==> src/rtl/core/hsae_pkg.sv <==
// Shared types and constants for the Hall speed and angle estimator.
`default_nettype none

package hsae_pkg;

    localparam int ANGLE_W    = 14;
    localparam int SPEED_W    = 10;
    localparam int CODE_W     = 3;
    localparam int ELAPSED_W  = 16;
    localparam int NUM_CODES  = 8;
    localparam int CFG_IDX_W  = 4;

    localparam int S_DATA_W   = 24;
    localparam int M_DATA_W   = 40;

    localparam int DIV_NUM_W  = 22;
    localparam int DIV_DEN_W  = 16;
    localparam int DIV_CNT_W  = 5;

    localparam int STEP_W     = 18;
    localparam int MOD_W      = 19;

    localparam int AVG_DEPTH_DEF = 12;

    localparam logic [DIV_NUM_W-1:0] SPEED_NUM   = DIV_NUM_W'(1000000 * 10 / 4);
    localparam logic [STEP_W-1:0]    STEP_NUM    = STEP_W'(1666 * 125);
    localparam logic [DIV_DEN_W-1:0] ANGLE_MOD   = DIV_DEN_W'(10000);
    localparam logic [DIV_NUM_W-1:0] SPEED_LIMIT = DIV_NUM_W'(1000);

    localparam logic [ANGLE_W-1:0] ANGLE_RESET [NUM_CODES] = '{
        ANGLE_W'(0),    ANGLE_W'(8333), ANGLE_W'(5000), ANGLE_W'(6666),
        ANGLE_W'(1666), ANGLE_W'(0),    ANGLE_W'(3333), ANGLE_W'(0)
    };

    typedef enum logic [2:0] {
        ST_IDLE,
        ST_SPEED,
        ST_RING,
        ST_MEAN,
        ST_STEP,
        ST_MOD,
        ST_OUT
    } state_t;

    typedef struct packed {
        logic                 start;
        logic [DIV_CNT_W-1:0] steps;
        logic [DIV_DEN_W-1:0] denom;
        logic [DIV_NUM_W-1:0] numer;
    } div_req_t;

endpackage

`default_nettype wire

==> src/rtl/core/hsae_div.sv <==
// Bit-serial restoring divider, one quotient bit per cycle.
`default_nettype none

module hsae_div
    import hsae_pkg::*;
(
    input  wire logic                 clk,
    input  wire logic                 rst_n,
    input  wire div_req_t             req,
    output logic                      done,
    output logic [DIV_NUM_W-1:0]      quot,
    output logic [DIV_DEN_W-1:0]      rem
);

    logic                 busy_reg;
    logic                 done_reg;
    logic [DIV_CNT_W-1:0] cnt_reg;
    logic [DIV_NUM_W-1:0] num_reg;
    logic [DIV_DEN_W-1:0] den_reg;
    logic [DIV_DEN_W-1:0] rem_reg;
    logic [DIV_NUM_W-1:0] quot_reg;

    logic [DIV_DEN_W:0]   rem_sh;
    logic [DIV_DEN_W:0]   diff;
    logic                 ge;

    // numerator is left aligned by the caller; steps says how many bits to consume
    always_comb
    begin
        rem_sh = {rem_reg, num_reg[DIV_NUM_W-1]};
        ge     = (rem_sh >= {1'b0, den_reg});
        diff   = rem_sh - {1'b0, den_reg};
    end

    always_ff @(posedge clk or negedge rst_n)
    begin
        if (!rst_n)
        begin
            busy_reg <= 1'b0;
            done_reg <= 1'b0;
            cnt_reg  <= '0;
        end
        else
        begin
            done_reg <= 1'b0;
            if (req.start)
            begin
                busy_reg <= 1'b1;
                cnt_reg  <= req.steps;
            end
            else if (busy_reg)
            begin
                cnt_reg <= cnt_reg - DIV_CNT_W'(1);
                if (cnt_reg == DIV_CNT_W'(1))
                begin
                    busy_reg <= 1'b0;
                    done_reg <= 1'b1;
                end
            end
        end
    end

    always_ff @(posedge clk)
    begin
        if (req.start)
        begin
            num_reg  <= req.numer;
            den_reg  <= req.denom;
            rem_reg  <= '0;
            quot_reg <= '0;
        end
        else if (busy_reg)
        begin
            num_reg  <= {num_reg[DIV_NUM_W-2:0], 1'b0};
            rem_reg  <= ge ? diff[DIV_DEN_W-1:0] : rem_sh[DIV_DEN_W-1:0];
            quot_reg <= {quot_reg[DIV_NUM_W-2:0], ge};
        end
    end

    assign done = done_reg;
    assign quot = quot_reg;
    assign rem  = rem_reg;

endmodule

`default_nettype wire

==> src/rtl/core/hsae_ring.sv <==
// Moving-average speed ring: memory, valid bits, pointer and running sum.
`default_nettype none

module hsae_ring
    import hsae_pkg::*;
#(
    parameter int AVG_DEPTH = AVG_DEPTH_DEF,
    parameter int SUM_W     = SPEED_W + $clog2(AVG_DEPTH)
)
(
    input  wire logic               clk,
    input  wire logic               rst_n,
    input  wire logic               push,
    input  wire logic [SPEED_W-1:0] speed,
    output logic                    done,
    output logic [SUM_W-1:0]        sum
);

    localparam int PTR_W = (AVG_DEPTH > 1) ? $clog2(AVG_DEPTH) : 1;

    logic [SPEED_W-1:0]   ring_mem [AVG_DEPTH];
    logic [AVG_DEPTH-1:0] valid_reg;
    logic [PTR_W-1:0]     ptr_reg;
    logic [SUM_W-1:0]     sum_reg;
    logic                 upd_reg;
    logic                 done_reg;
    logic [SPEED_W-1:0]   rd_reg;
    logic                 rdv_reg;
    logic [SPEED_W-1:0]   old_val;

    // entries never written since reset read as zero
    assign old_val = rdv_reg ? rd_reg : '0;

    always_ff @(posedge clk)
    begin
        if (push)
            rd_reg <= ring_mem[ptr_reg];
        if (upd_reg)
            ring_mem[ptr_reg] <= speed;
    end

    always_ff @(posedge clk or negedge rst_n)
    begin
        if (!rst_n)
        begin
            valid_reg <= '0;
            ptr_reg   <= '0;
            sum_reg   <= '0;
            upd_reg   <= 1'b0;
            done_reg  <= 1'b0;
            rdv_reg   <= 1'b0;
        end
        else
        begin
            upd_reg  <= push;
            done_reg <= upd_reg;
            if (push)
                rdv_reg <= valid_reg[ptr_reg];
            if (upd_reg)
            begin
                valid_reg[ptr_reg] <= 1'b1;
                sum_reg <= sum_reg - SUM_W'(old_val) + SUM_W'(speed);
                if (ptr_reg == PTR_W'(AVG_DEPTH - 1))
                    ptr_reg <= '0;
                else
                    ptr_reg <= ptr_reg + PTR_W'(1);
            end
        end
    end

    assign done = done_reg;
    assign sum  = sum_reg;

endmodule

`default_nettype wire

==> src/rtl/core/hall_speed_angle_estimator.sv <==
// Top level of the Hall sensor speed and angle estimator.
//
// Usage: one input word per control tick on the s_t* channel carries the three
// Hall levels and the elapsed microsecond count. One result word per tick leaves
// on the m_t* channel: interpolated rotor angle, averaged speed, last speed,
// edge flag and Hall code. The cfg_* channel writes the per-code angle table
// (index 0..7; higher indexes are dropped) and is always ready; write it only
// while the block is idle.
//
// Sequencing: one tick at a time through a shared bit-serial divider. A tick
// without a Hall edge runs the angle step (18 bits) and the modulo (19 bits).
// A tick with an edge first runs the speed quotient (22 bits), the ring update
// and the mean (10 + ceil(log2(AVG_DEPTH)) bits); a zero period skips the quotient.
//
// Reset: angle table returns to its default codes, speeds, sums, pointer and
// angle clear, and the ring valid bits clear so every slot reads zero.
// Stall: the result sits in an output register; a finished tick waits there
// until m_tready, while the next word can already be taken and processed.
`default_nettype none

module hall_speed_angle_estimator
    import hsae_pkg::*;
#(
    parameter int AVG_DEPTH = AVG_DEPTH_DEF
)
(
    input  wire logic                 clk,
    input  wire logic                 rst_n,

    input  wire logic                 s_tvalid,
    output logic                      s_tready,
    // [0] hall_a, [1] hall_b, [2] hall_c, [18:3] elapsed_count, [23:19] zero
    input  wire logic [S_DATA_W-1:0]  s_tdata,

    output logic                      m_tvalid,
    input  wire logic                 m_tready,
    // [13:0] rotor_angle, [23:14] avg_speed, [33:24] last_speed,
    // [34] edge_seen, [37:35] hall_code, [39:38] zero
    output logic [M_DATA_W-1:0]       m_tdata,

    input  wire logic                 cfg_valid,
    output logic                      cfg_ready,
    input  wire logic [CFG_IDX_W-1:0] cfg_index,
    input  wire logic [ANGLE_W-1:0]   cfg_data
);

    localparam int SUM_W = SPEED_W + $clog2(AVG_DEPTH);

    // control
    state_t               state_reg, state_next;
    logic                 m_tvalid_reg;
    logic [M_DATA_W-1:0]  m_tdata_reg;
    logic                 out_load;

    // estimator state
    logic [ANGLE_W-1:0]   table_reg [NUM_CODES];
    logic [CODE_W-1:0]    prev_hall_reg, prev_hall_next;
    logic [ELAPSED_W-1:0] period_reg, period_next;
    logic [SPEED_W-1:0]   good_reg, good_next;
    logic [SPEED_W-1:0]   speed_now_reg, speed_now_next;
    logic [SPEED_W-1:0]   mean_reg, mean_next;
    logic [ANGLE_W-1:0]   acc_reg, acc_next;
    logic [CODE_W-1:0]    code_reg, code_next;
    logic                 edge_reg, edge_next;

    // input word unpacked
    logic [CODE_W-1:0]    in_code;
    logic [ELAPSED_W-1:0] in_elapsed;
    logic                 in_edge;

    // divider and ring
    div_req_t             div_req;
    logic                 div_done;
    logic [DIV_NUM_W-1:0] div_quot;
    logic [DIV_DEN_W-1:0] div_rem;
    logic                 ring_push;
    logic                 ring_done;
    logic [SUM_W-1:0]     ring_sum;
    logic [MOD_W-1:0]     mod_sum;

    assign in_code    = s_tdata[2:0];
    assign in_elapsed = s_tdata[18:3];
    assign in_edge    = (in_code != prev_hall_reg);

    // acc may hold an unreduced table value; reduced together with this step
    assign mod_sum = MOD_W'(acc_reg) + MOD_W'(div_quot[STEP_W-1:0]);

    hsae_div u_div (
        .clk   (clk),
        .rst_n (rst_n),
        .req   (div_req),
        .done  (div_done),
        .quot  (div_quot),
        .rem   (div_rem)
    );

    hsae_ring #(
        .AVG_DEPTH (AVG_DEPTH),
        .SUM_W     (SUM_W)
    ) u_ring (
        .clk   (clk),
        .rst_n (rst_n),
        .push  (ring_push),
        .speed (speed_now_reg),
        .done  (ring_done),
        .sum   (ring_sum)
    );

    // sequencer: speed (skipped for a zero period) -> ring -> mean on an edge, then angle step -> modulo
    always_comb
    begin
        state_next     = state_reg;
        prev_hall_next = prev_hall_reg;
        period_next    = period_reg;
        good_next      = good_reg;
        speed_now_next = speed_now_reg;
        mean_next      = mean_reg;
        acc_next       = acc_reg;
        code_next      = code_reg;
        edge_next      = edge_reg;
        div_req        = '0;
        ring_push      = 1'b0;
        s_tready       = 1'b0;
        out_load       = 1'b0;

        case (state_reg)
            ST_IDLE:
            begin
                s_tready = 1'b1;
                if (s_tvalid)
                begin
                    code_next = in_code;
                    edge_next = in_edge;
                    if (in_edge)
                    begin
                        prev_hall_next = in_code;
                        acc_next       = table_reg[in_code];
                        period_next    = (in_elapsed == '0) ? ELAPSED_W'(1) : in_elapsed;
                        if (in_elapsed != '0)
                        begin
                            div_req.start = 1'b1;
                            div_req.numer = SPEED_NUM;
                            div_req.denom = in_elapsed;
                            div_req.steps = DIV_CNT_W'(DIV_NUM_W);
                            state_next    = ST_SPEED;
                        end
                        else
                        begin
                            // zero period: speed 0, which is a good speed
                            good_next      = '0;
                            speed_now_next = '0;
                            ring_push      = 1'b1;
                            state_next     = ST_RING;
                        end
                    end
                    else
                    begin
                        period_next   = (period_reg == '0) ? ELAPSED_W'(1) : period_reg;
                        div_req.start = 1'b1;
                        div_req.numer = DIV_NUM_W'(STEP_NUM) << (DIV_NUM_W - STEP_W);
                        div_req.denom = period_next;
                        div_req.steps = DIV_CNT_W'(STEP_W);
                        state_next    = ST_STEP;
                    end
                end
            end

            ST_SPEED:
            begin
                if (div_done)
                begin
                    // full-width compare; over the limit keeps the last good speed
                    if (div_quot > SPEED_LIMIT)
                        speed_now_next = good_reg;
                    else
                    begin
                        speed_now_next = div_quot[SPEED_W-1:0];
                        good_next      = div_quot[SPEED_W-1:0];
                    end
                    ring_push  = 1'b1;
                    state_next = ST_RING;
                end
            end

            ST_RING:
            begin
                if (ring_done)
                begin
                    div_req.start = 1'b1;
                    div_req.numer = DIV_NUM_W'(ring_sum) << (DIV_NUM_W - SUM_W);
                    div_req.denom = DIV_DEN_W'(AVG_DEPTH);
                    div_req.steps = DIV_CNT_W'(SUM_W);
                    state_next    = ST_MEAN;
                end
            end

            ST_MEAN:
            begin
                if (div_done)
                begin
                    mean_next     = div_quot[SPEED_W-1:0];
                    div_req.start = 1'b1;
                    div_req.numer = DIV_NUM_W'(STEP_NUM) << (DIV_NUM_W - STEP_W);
                    div_req.denom = period_reg;
                    div_req.steps = DIV_CNT_W'(STEP_W);
                    state_next    = ST_STEP;
                end
            end

            ST_STEP:
            begin
                if (div_done)
                begin
                    div_req.start = 1'b1;
                    div_req.numer = DIV_NUM_W'(mod_sum) << (DIV_NUM_W - MOD_W);
                    div_req.denom = ANGLE_MOD;
                    div_req.steps = DIV_CNT_W'(MOD_W);
                    state_next    = ST_MOD;
                end
            end

            ST_MOD:
            begin
                if (div_done)
                begin
                    acc_next   = div_rem[ANGLE_W-1:0];
                    state_next = ST_OUT;
                end
            end

            ST_OUT:
            begin
                if (!m_tvalid_reg || m_tready)
                begin
                    out_load   = 1'b1;
                    state_next = ST_IDLE;
                end
            end

            default:
            begin
                state_next = ST_IDLE;
            end
        endcase
    end

    always_ff @(posedge clk or negedge rst_n)
    begin
        if (!rst_n)
        begin
            state_reg     <= ST_IDLE;
            m_tvalid_reg  <= 1'b0;
            prev_hall_reg <= '0;
            period_reg    <= '0;
            good_reg      <= '0;
            speed_now_reg <= '0;
            mean_reg      <= '0;
            acc_reg       <= '0;
            code_reg      <= '0;
            edge_reg      <= 1'b0;
            for (int i = 0; i < NUM_CODES; i++)
                table_reg[i] <= ANGLE_RESET[i];
        end
        else
        begin
            state_reg     <= state_next;
            prev_hall_reg <= prev_hall_next;
            period_reg    <= period_next;
            good_reg      <= good_next;
            speed_now_reg <= speed_now_next;
            mean_reg      <= mean_next;
            acc_reg       <= acc_next;
            code_reg      <= code_next;
            edge_reg      <= edge_next;

            if (out_load)
                m_tvalid_reg <= 1'b1;
            else if (m_tready)
                m_tvalid_reg <= 1'b0;

            // indexes past the table are dropped
            if (cfg_valid && (cfg_index < CFG_IDX_W'(NUM_CODES)))
                table_reg[cfg_index[CODE_W-1:0]] <= cfg_data;
        end
    end

    always_ff @(posedge clk)
    begin
        if (out_load)
            m_tdata_reg <= {2'b00, code_reg, edge_reg, speed_now_reg, mean_reg, acc_reg};
    end

    assign m_tvalid  = m_tvalid_reg;
    assign m_tdata   = m_tdata_reg;
    assign cfg_ready = 1'b1;

endmodule

`default_nettype wire

==> config.mk <==
export PLATFORM = sky130hd
export DESIGN_NAME = hall_speed_angle_estimator
export DESIGN_NICKNAME = d
export VERILOG_FILES = /design/src/rtl/core/hsae_pkg.sv /design/src/rtl/core/hsae_div.sv /design/src/rtl/core/hsae_ring.sv /design/src/rtl/core/hall_speed_angle_estimator.sv
export SDC_FILE = /design/constraint.sdc
export NUM_CORES = 1
export LEC_CHECK = 0
export BUFFER_PORTS_ARGS = -buffer_cell sky130_fd_sc_hd__buf_2
export CAP_MARGIN = 20
export CORE_UTILIZATION = 45
export CTS_CLUSTER_SIZE = 28
export DETAILED_ROUTE_END_ITERATION = 12
export GPL_TIMING_DRIVEN = 0
export PLACE_DENSITY = 0.64
export SETUP_SLACK_MARGIN = 0.1
export SLEW_MARGIN = 10
export SYNTH_ARGS = -nofsm -noshare
export SYNTH_HDL_FRONTEND = slang
export SYNTH_SLANG_ARGS = --single-unit
==> constraint.sdc <==
create_clock -name clk -period 8.71 [get_ports clk]
set_input_delay 0.871 -clock clk [delete_from_list [all_inputs] [get_ports clk]]
set_output_delay 0.871 -clock clk [all_outputs]
set_load 0.05 [all_outputs]
Yosys cells after proc, flatten, opt, wreduce, memory -nomap -nowiden

Memory sizes are Yosys's and may differ from the RTL's. A register that Yosys moved wholly into a read port is not among the register bits.
Index checks and enable logic that the tools add are counted.

Add/sub/neg operators: 6
Reduce and logical (&&, ||, !) cells: 19
Bitwise operators: 3
Eq/ne operators: 19
$lt $le $gt $ge: 8
Multiplexer cells: 65

Operators by type and width:

| kind                                                            | count |
|---|---|
| two-way mux 44 bit                                              | 6 |
| one-hot mux 44 bit (4 select lines)                             | 1 |
| bitwise mux 112 bit                                             | 1 |
| two-way mux 14 bit                                              | 6 |
| two-way mux 16 bit                                              | 4 |
| two-way mux 10 bit                                              | 6 |
| two-way mux 22 bit                                              | 2 |
| binary-select mux 14 bit (select 3 bit)                         | 1 |
| demux 14 bit (select 3 bit)                                     | 1 |
| logical NOT 16 bit                                              | 2 |
| one-hot mux 14 bit (2 select lines)                             | 1 |
| two-way mux 3 bit                                               | 8 |
| greater-than comparator 22 x 10 -> 1 bit, second input constant | 1 |
| one-hot mux 3 bit (7 select lines)                              | 1 |
| one-hot mux 10 bit (2 select lines)                             | 1 |
| adder 14 x 18 -> 19 bit                                         | 1 |
| two-way mux 1 bit                                               | 19 |
| >= comparator 17 x 16 -> 1 bit                                  | 1 |
| nonzero test 16 bit                                             | 1 |
| subtractor 16 bit                                               | 1 |
| adder 14 x 10 -> 14 bit                                         | 1 |
| subtractor 14 x 10 -> 14 bit                                    | 1 |
| OR 12 bit                                                       | 1 |
| two-way mux 5 bit                                               | 2 |
| other kinds (32)                                                | 50 |

Register bits after elaboration: 327
Word-level logic and storage cells: 152
Bits in writable memories: 120
Memories: 1

Memory list:

| memory          | words | width | rd ports | clocked after memory_dff | wr ports | line            | text |
|---|---|---|---|---|---|---|---|
| u_ring.ring_mem | 12    | 10    | 1        | 1                        | 1        | hsae_ring.sv:21 | `logic [SPEED_W-1:0] ring_mem [AVG_DEPTH];` |

Depth between registers and ports, before layout

Gate-level depths: netlist of run 1.

Depth in word-level cells: 7
Mapped depth: 15
Mapped depth without buffers: 14

By module

Synthesis of run 1 repeated with hierarchy kept, for this count alone.

Cell total of the unflattened synthesis: 1610
Area total of the unflattened synthesis: 21365.5 um2

Modules (own cells, without submodules):

| module                     | area an instance (um2) | instances | cells an instance |
|---|---|---|---|
| hall_speed_angle_estimator | 10099.7                | 1         | 790 |
| hsae_ring                  | 7218.2                 | 1         | 456 |
| hsae_div                   | 4047.6                 | 1         | 364 |

Worst setup path after synthesis of run 1

OpenSTA, ideal clock, no wires.

Path kind: reg2reg
From: register u_ring.rdv_reg
To: register u_ring.sum_reg[9], in the netlist u_ring.sum[9]
Setup slack: 5.669 ns
Clock period less this slack: 3.041 ns
Cell stages (with the launch flop): 14
Arrival: 2.916 ns
Cells stage by stage: dfrtp_1 clkbuf_1 and2_1 fa_1 inv_1 ha_1 a21o_1 a21oi_1 o21ai_0 and2_1 or2_2 a31oi_1 xnor2_1 mux2_2

Word-level cells in the longest chain between the ends: 3

RTL lines:

| element                      | line            | text |
|---|---|---|
| start, declared              | hsae_ring.sv:28 | `logic rdv_reg;` |
| start signal, assigned       | hsae_ring.sv:58 | `rdv_reg <= valid_reg[ptr_reg];` |
| two-way mux 10 bit           | hsae_ring.sv:32 | `assign old_val = rdv_reg ? rd_reg : '0;` |
| subtractor 14 x 10 -> 14 bit | hsae_ring.sv:62 | `sum_reg <= sum_reg - SUM_W'(old_val) + SUM_W'(speed);` |
| adder 14 x 10 -> 14 bit      | hsae_ring.sv:62 |  |
| end signal, assigned         | hsae_ring.sv:62 |  |
| end, declared                | hsae_ring.sv:24 | `logic [SUM_W-1:0] sum_reg;` |

No other way between the ends.
A chain may end at the register's enable or synchronous reset.

Worst setup path after layout of run 1

From: input s_tdata[3]
To: register u_div.num_reg[10], enable pin

Word-level cells in the longest chain between the ends: 6

RTL lines:

| element                             | line                              | text |
|---|---|---|
| start, declared                     | hall_speed_angle_estimator.sv:33  | `input wire logic [S_DATA_W-1:0] s_tdata,` |
| nonzero test 16 bit                 | hall_speed_angle_estimator.sv:139 | `if (in_elapsed != '0)` |
| two-way mux 44 bit                  | hall_speed_angle_estimator.sv:139 |  |
| two-way mux 44 bit                  | hall_speed_angle_estimator.sv:134 | `if (in_edge)` |
| two-way mux 44 bit                  | hall_speed_angle_estimator.sv:130 | `if (s_tvalid)` |
| one-hot mux 44 bit (4 select lines) | hall_speed_angle_estimator.sv:126 | `case (state_reg)` |
| nonzero test 2 bit (no line)        | -                                 |  |
| end signal, assigned                | hsae_div.sv:67                    | `num_reg <= req.numer;` |
| end signal, assigned                | hsae_div.sv:74                    | `num_reg <= {num_reg[DIV_NUM_W-2:0], 1'b0};` |
| end, declared                       | hsae_div.sv:18                    | `logic [DIV_NUM_W-1:0] num_reg;` |

No other way between the ends.

==> metrics.cfg, run 1 <==
[routing]
drtIter0Drc = 965
viasPerCell = 5.69
wl_per_cell_um = 21.1
post-route-drc-count = 0
first_pass_iters = 5
drtAntennaViolNets = 0
totalWireLength_um = 50000
vias = 13500

[sta]
setup_violations = 0
fin_skew_ps = 25.8
final_max_slew_viol_count = 0
finalHoldViolCount = 0
max_freq_mhz = 286
grt_setup_unrepaired = no
fin_crit_ps = 3490
worst_pin_slew_ps = 1110
hold_ws_ps = 95.9
relSlewSlack = 0.256
setup_tns_ps = 0
min_period_over_period = 0.401

[worst_setup_path]
required_ps = 8890
crit_path_cell_trace = buf_2, nor4_1, and4_1, nand2_1, a21bo_1, buf_6, nor3_4, inv_2, nor2_1, inv_1
cp_max_fo = 19
slowest_stage = nor3_4
cp-end-kind = flop
reg2reg_depth = 12
arrival_ps = 3680
max_stage_delay_ps = 550
timing.rr.start = speed_now_reg[2]
path_class = input port to flop
rrSetupSlack_ps = 5230
startpoint_type = input port
reg2reg_to = u_ring.sum[12]

[clock_network]
cts_resized = 0
postCtsHoldBufs = 0
cts.clk_slew.worst_paths_ps = 60
cts-root-buf = clkbuf_16
htree_levels = 2
clock_sinks = 454
cts_buffers = 47
clock_path_buffers = 3
cts_tree = done
postCtsSetupRepairBufs = 0
insertion_delay_ps = 590

[logic_synthesis]
syn_area_per_cell_um2 = 13.2
synth-main-ff-cell = edfxtp_1
yosys_register_bits = 454
synth_top_area_frac = 0.290
ys_warn_count = 0
yosysUniqueCellTypes = 76
syn_inst = 1595
ys_top_cells_by_area = edfxtp_1 29%, dfrtp_1 22%, mux2_2 6.8%, mux4_2 6.5%, dfxtp_1 3.6%
yosysTopAreaCell = edfxtp_1
synthesis.area_um2 = 21000
ys_async_sr_fraction = 0.469
seq_area_frac_synth = 0.581
synth-edff-count = 203

[layout]
drive_above_1_share = 0.247
layout.nets = 1846
mostFrequentLayoutCell = edfxtp_1
area_growth_pct = 13.6
final_cell_mix = 203 x edfxtp_1, 189 x dfrtp_1, 128 x mux2_2, 110 x nand2_1, 105 x o21ai_0
nFillCells = 3917
diodes = 0
largest_reg_flops = 120

[placed_design]
post-dp-hpwl_um = 35000
gp_congestion = 0.898
portBuffers = 79

[min_path]
hold_path_class = input port to async pin

[global_route]
grtUsageTotal = 0.216
antenna_found_initial = 3
overflow = 0
grt_start_max_net_pins = 105
grt_pass1_wl_um = 78600
grt_pass1_vias = 13600

[floorplanning]
core_um2 = 45800
die_y_um = 218
die_x_um = 218
start_util = 0.460
die-area_um2 = 47600
boundaryPins = 90
rows = 78

[flow_run]
drv_cap = 0

[power_and_ir_drop]
ir_drop_uv = 158
leakage_nw = 9.94
power_density_nw_per_um2 = 286

[run_status]
status = completed

==> power by group <==
group          switching [mW]  internal (mW)
Combinational            1.07          0.842
Sequential              0.282           2.66
Clock                   0.833           1.15
Total                    2.19           4.66
==> synthesized netlist by cell type, drive strengths merged, types with 14 or more instances <==
library cell	number
xnor2	26
edfxtp	203
and2	17
ha	50
clkbuf	52
buf	29
nor2	94
nand3	14
dfstp	24
dfrtp	189
mux4	61
or2	15
nor3	26
inv	86
nor4	15
mux2	128
mux2i	64
a22o	20
nand2	110
o21a	14
o21ai	110
a21oi	41
dfxtp	38
==> area by class of cell <==
class / instances / area [um2] / area share
Buffer: 81 / 372 / 0.0155
Clock buffer: 69 / 1370 / 0.0574
Clock inverter: 17 / 150 / 0.00628
Inverter: 86 / 323 / 0.0135
Multi-Input combinational cell: 975 / 8160 / 0.341
Sequential cell: 454 / 12200 / 0.511
Tap cell: 600 / 751 / 0.0314
Timing Repair Buffer: 92 / 571 / 0.0239
==> routing by layer <==
| layer | track usage | wire length (um) | vias up |
|---|---|---|---|
| li1 | - | - | 6171 |
| met1 | 0.296 | 22100 | 6852 |
| met2 | 0.351 | 23900 | 390 |
| met3 | 0.0351 | 2790 | 84 |
| met4 | 0.0711 | 1260 | 6 |
| met5 | 0 | 37 | - |
==> worst max path at each step <==
stage                          start           endpoint  slack [ps]  cells after the start
global route        speed_now_reg[2]     u_ring.sum[12]        4970                     12
global placement               rst_n      table_reg[29]        3050                      1
floorplan             u_ring.rdv_reg      u_ring.sum[9]        5670                     13
finish                    s_tdata[3]  u_div.num_reg[10]        5220                     10
CTS                 speed_now_reg[1]     u_ring.sum[13]        5220                     12
detailed placement        s_tdata[3]  u_div.num_reg[19]        4710                     10
==> stage by stage <==
stage,total power [mW],setup WS (ps),cell area [um2],util,instances
3_5_place_dp,4.88,4710,22400,0.489,2286
3_3_place_gp,4.83,3050,22200,0.485,2275
6_report,6.85,5220,23900,0.522,2374
2_1_floorplan,4.34,5670,21000,-,1596
4_1_cts,6.88,5220,23900,0.522,2372
5_1_grt,7.22,4970,23900,0.522,2374
==> logic make-up after synthesis <==
group	share of synthesized area
compound gates	0.0868
xor+xnor	0.0158
fa+ha+maj	0.0411
buf+inv	0.0330
flops	0.581
mux	0.164
other cells	0.000357
simple gates	0.0781
==> critical path, delay by kind of cell <==
kind	cells	cell delay (ps)
buf+inv	4	810
simple gates	5	1760
compound gates	1	220
(Power assumes the default switching activity.)
==> run 2, diff against run 1 <==
==> constraint.sdc (replaced) <==
create_clock -name clk -period 3.57 [get_ports clk]
set_input_delay 0.357 -clock clk [delete_from_list [all_inputs] [get_ports clk]]
set_output_delay 0.357 -clock clk [all_outputs]
set_load 0.05 [all_outputs]
==> run 2 against run 1 <==
Largest power group unchanged. Cell count about the same. Core utilization up 0.055 points. Largest cell class unchanged. Via count down 0.13%. Critical path depth up 3. Setup slack worse by 4900 ps. Non-clock buffer count up 1. Power up 140%. Register-to-register slack worse by 4900 ps. First-iteration DRC count down 6.0%.
==> metrics.cfg, run 2 (synthesized netlist as in run 1, its figures left out) <==
[sta]
fin_skew_ps = 28.5  ; +2.68 ps
grt_setup_unrepaired = no
relSlewSlack = 0.244  ; -0.0124
fin_crit_ps = 3250
max_freq_mhz = 307
setup_violations = 0  ; unchanged
finalHoldViolCount = 0  ; unchanged
min_period_over_period = 0.911
worst_pin_slew_ps = 1130  ; +18.6 ps
final_max_slew_viol_count = 0  ; unchanged

[layout]
nFillCells = 3914  ; -0.077%
final_util = 0.523  ; +0.000547
drive_above_1_share = 0.249  ; +0.00211
diodes = 0  ; unchanged
multi_input_area_um2 = 8170  ; +0.14%
design_area_um2 = 23900  ; +0.10%
mostFrequentLayoutCell = edfxtp_1
final_cell_mix = 203 x edfxtp_1, 187 x dfrtp_1, 128 x mux2_2, 110 x nand2_1, 104 x o21ai_0
area_growth_pct = 13.7
largest_reg_flops = 120  ; unchanged
seqCellArea_um2 = 12200  ; about the same
layout.nets = 1847  ; +0.054%

[global_route]
grt_start_max_net_pins = 105  ; unchanged
overflow = 0  ; unchanged
antenna_found_initial = 3  ; unchanged
grt_pass1_wl_um = 78600  ; unchanged
grtUsageTotal = 0.216  ; unchanged
grt_pass1_vias = 13600  ; unchanged

[min_path]
hold_depth = 2
hold_path_class = input port to flop
worstHoldStart = s_tdata[15]

[worst_setup_path]
max_stage_delay_ps = 540  ; about the same
crit_path_cell_trace = clkbuf_2, and2_1, fa_1, inv_1, ha_1, a21o_1, a21oi_4, o21a_1, o32ai_1, o41ai_1, xnor2_1, nand2_1, xnor2_1
crit_path_start = u_ring.rdv_reg
reg2reg_depth = 13  ; +1
cp_max_fo = 10  ; -9
cpMostUsedCell = xnor2_1
cp-end-kind = flop
slowest_stage = o32ai_1
path_class = flop to flop
startpoint_type = flop
arrival_ps = 3700  ; +20 ps
timing.rr.start = u_ring.rdv_reg
required_ps = 4020  ; -4870 ps

[clock_network]
clock_path_buffers = 3  ; unchanged
cts.clk_slew.worst_paths_ps = 60  ; about the same
cts_buffers = 47  ; unchanged
cts-root-buf = clkbuf_16
cts_tree = done
insertion_delay_ps = 590  ; about the same
htree_levels = 2  ; unchanged
clock_sinks = 454  ; unchanged

[routing]
viasPerCell = 5.68  ; -0.18%
vias = 13500  ; -0.13%
first_pass_iters = 5  ; unchanged
post-route-drc-count = 0  ; unchanged
drtAntennaViolNets = 0  ; unchanged
totalWireLength_um = 50100  ; +0.19%
drtIter0Drc = 907  ; -6.0%
wl_per_cell_um = 21.1  ; +0.15%

[power_and_ir_drop]
comb_power_share = 0.280  ; about the same
p_sw_mw = 5.35  ; +140%
power_density_nw_per_um2 = 698  ; +140%
pwr-share-seq = 0.430  ; about the same
p_clk_frac = 0.290  ; about the same
swShare = 0.320  ; +0.000544
leakage_nw = 9.92  ; -0.25%
internal_power_mw = 11.4  ; +140%
ir_drop_uv = 389  ; +150%

[run_status]
status = completed

[floorplanning]
die_x_um = 218  ; unchanged
die-area_um2 = 47600  ; unchanged
start_util = 0.460  ; unchanged
boundaryPins = 90  ; unchanged
rows = 78  ; unchanged
die_y_um = 218  ; unchanged
core_um2 = 45800  ; unchanged

[placed_design]
post-dp-hpwl_um = 35000  ; unchanged
portBuffers = 79  ; unchanged
placed_area_um2 = 22400  ; unchanged
gp_congestion = 0.898  ; unchanged

[flow_run]
drv_cap = 0  ; unchanged

-- run 2: area by class of cell --
class	count	area share
Buffer	81	0.0156
Clock buffer	69	0.0573
Multi-Input combinational cell	975	0.341
Sequential cell	454	0.511
Inverter	86	0.0135
Clock inverter	17	0.00627
Tap cell	600	0.0314
Timing Repair Buffer	93	0.0243
-- run 2: power groups by stage --
stage                     Combinational (mW)  Sequential (mW)  Clock, mW
final                                   4.68             7.19       4.85
after global routing                    5.20             7.28       5.14
after CTS                               4.67             7.17       4.94
after detailed placement                4.64             7.26          0
after global placement                  4.54             7.24          0
after floorplan                         3.52             7.07          0
-- run 2: final timing paths --
check,endpoint,slack [ps]
min,period_reg[12],30
min reg2reg,m_tdata[22],440
max reg2reg,u_ring.sum[13],320
max,u_ring.sum[13],320
min in group asynchronous,period_reg[8],170
max in group asynchronous,table_reg[57],2110
-- run 2: worst max-delay path: cells and delay by family, from the launching register on --
family | cells | cell delay [ps]
xor+xnor | 2 | 320
buf+inv | 2 | 240
flops | 1 | 380
fa+ha+maj | 2 | 800
compound gates | 5 | 1130
simple gates | 2 | 260
-- run 2: layer usage --
metal | GRT usage | up-vias | routed length, um
li1 | - | 6177 | -
met4 | 0.0711 | 6 | 1240
met3 | 0.0351 | 81 | 2620
met2 | 0.351 | 355 | 24000
met5 | 0 | - | 37
met1 | 0.296 | 6866 | 22200
-- run 2: per-stage QoR --
stage               setup WS (ps)  power (mW)  TNS [ps]  instances  hold slack, ps
global route                  141        17.6         0       2375            25.0
global placement            -1580        11.8   -299200       2275             429
detailed placement           84.6        11.9         0       2286             182
finish                        316        16.7         0       2375            34.0
floorplan                     529        10.6         0       1596            61.4
CTS                           121        16.8         0       2373            6.46
-- run 2: timing repair --
| action | CTS | global route |
|---|---|---|
| hold endpoints to repair | 105 | 0 |
| pin swaps | 0 | 1 |
| buffers inserted | 0 | 0 |
| resized for setup | 1 | 7 |
| hold buffers | 1 | 0 |
| endpoints found under the setup margin | 2 | 4 |
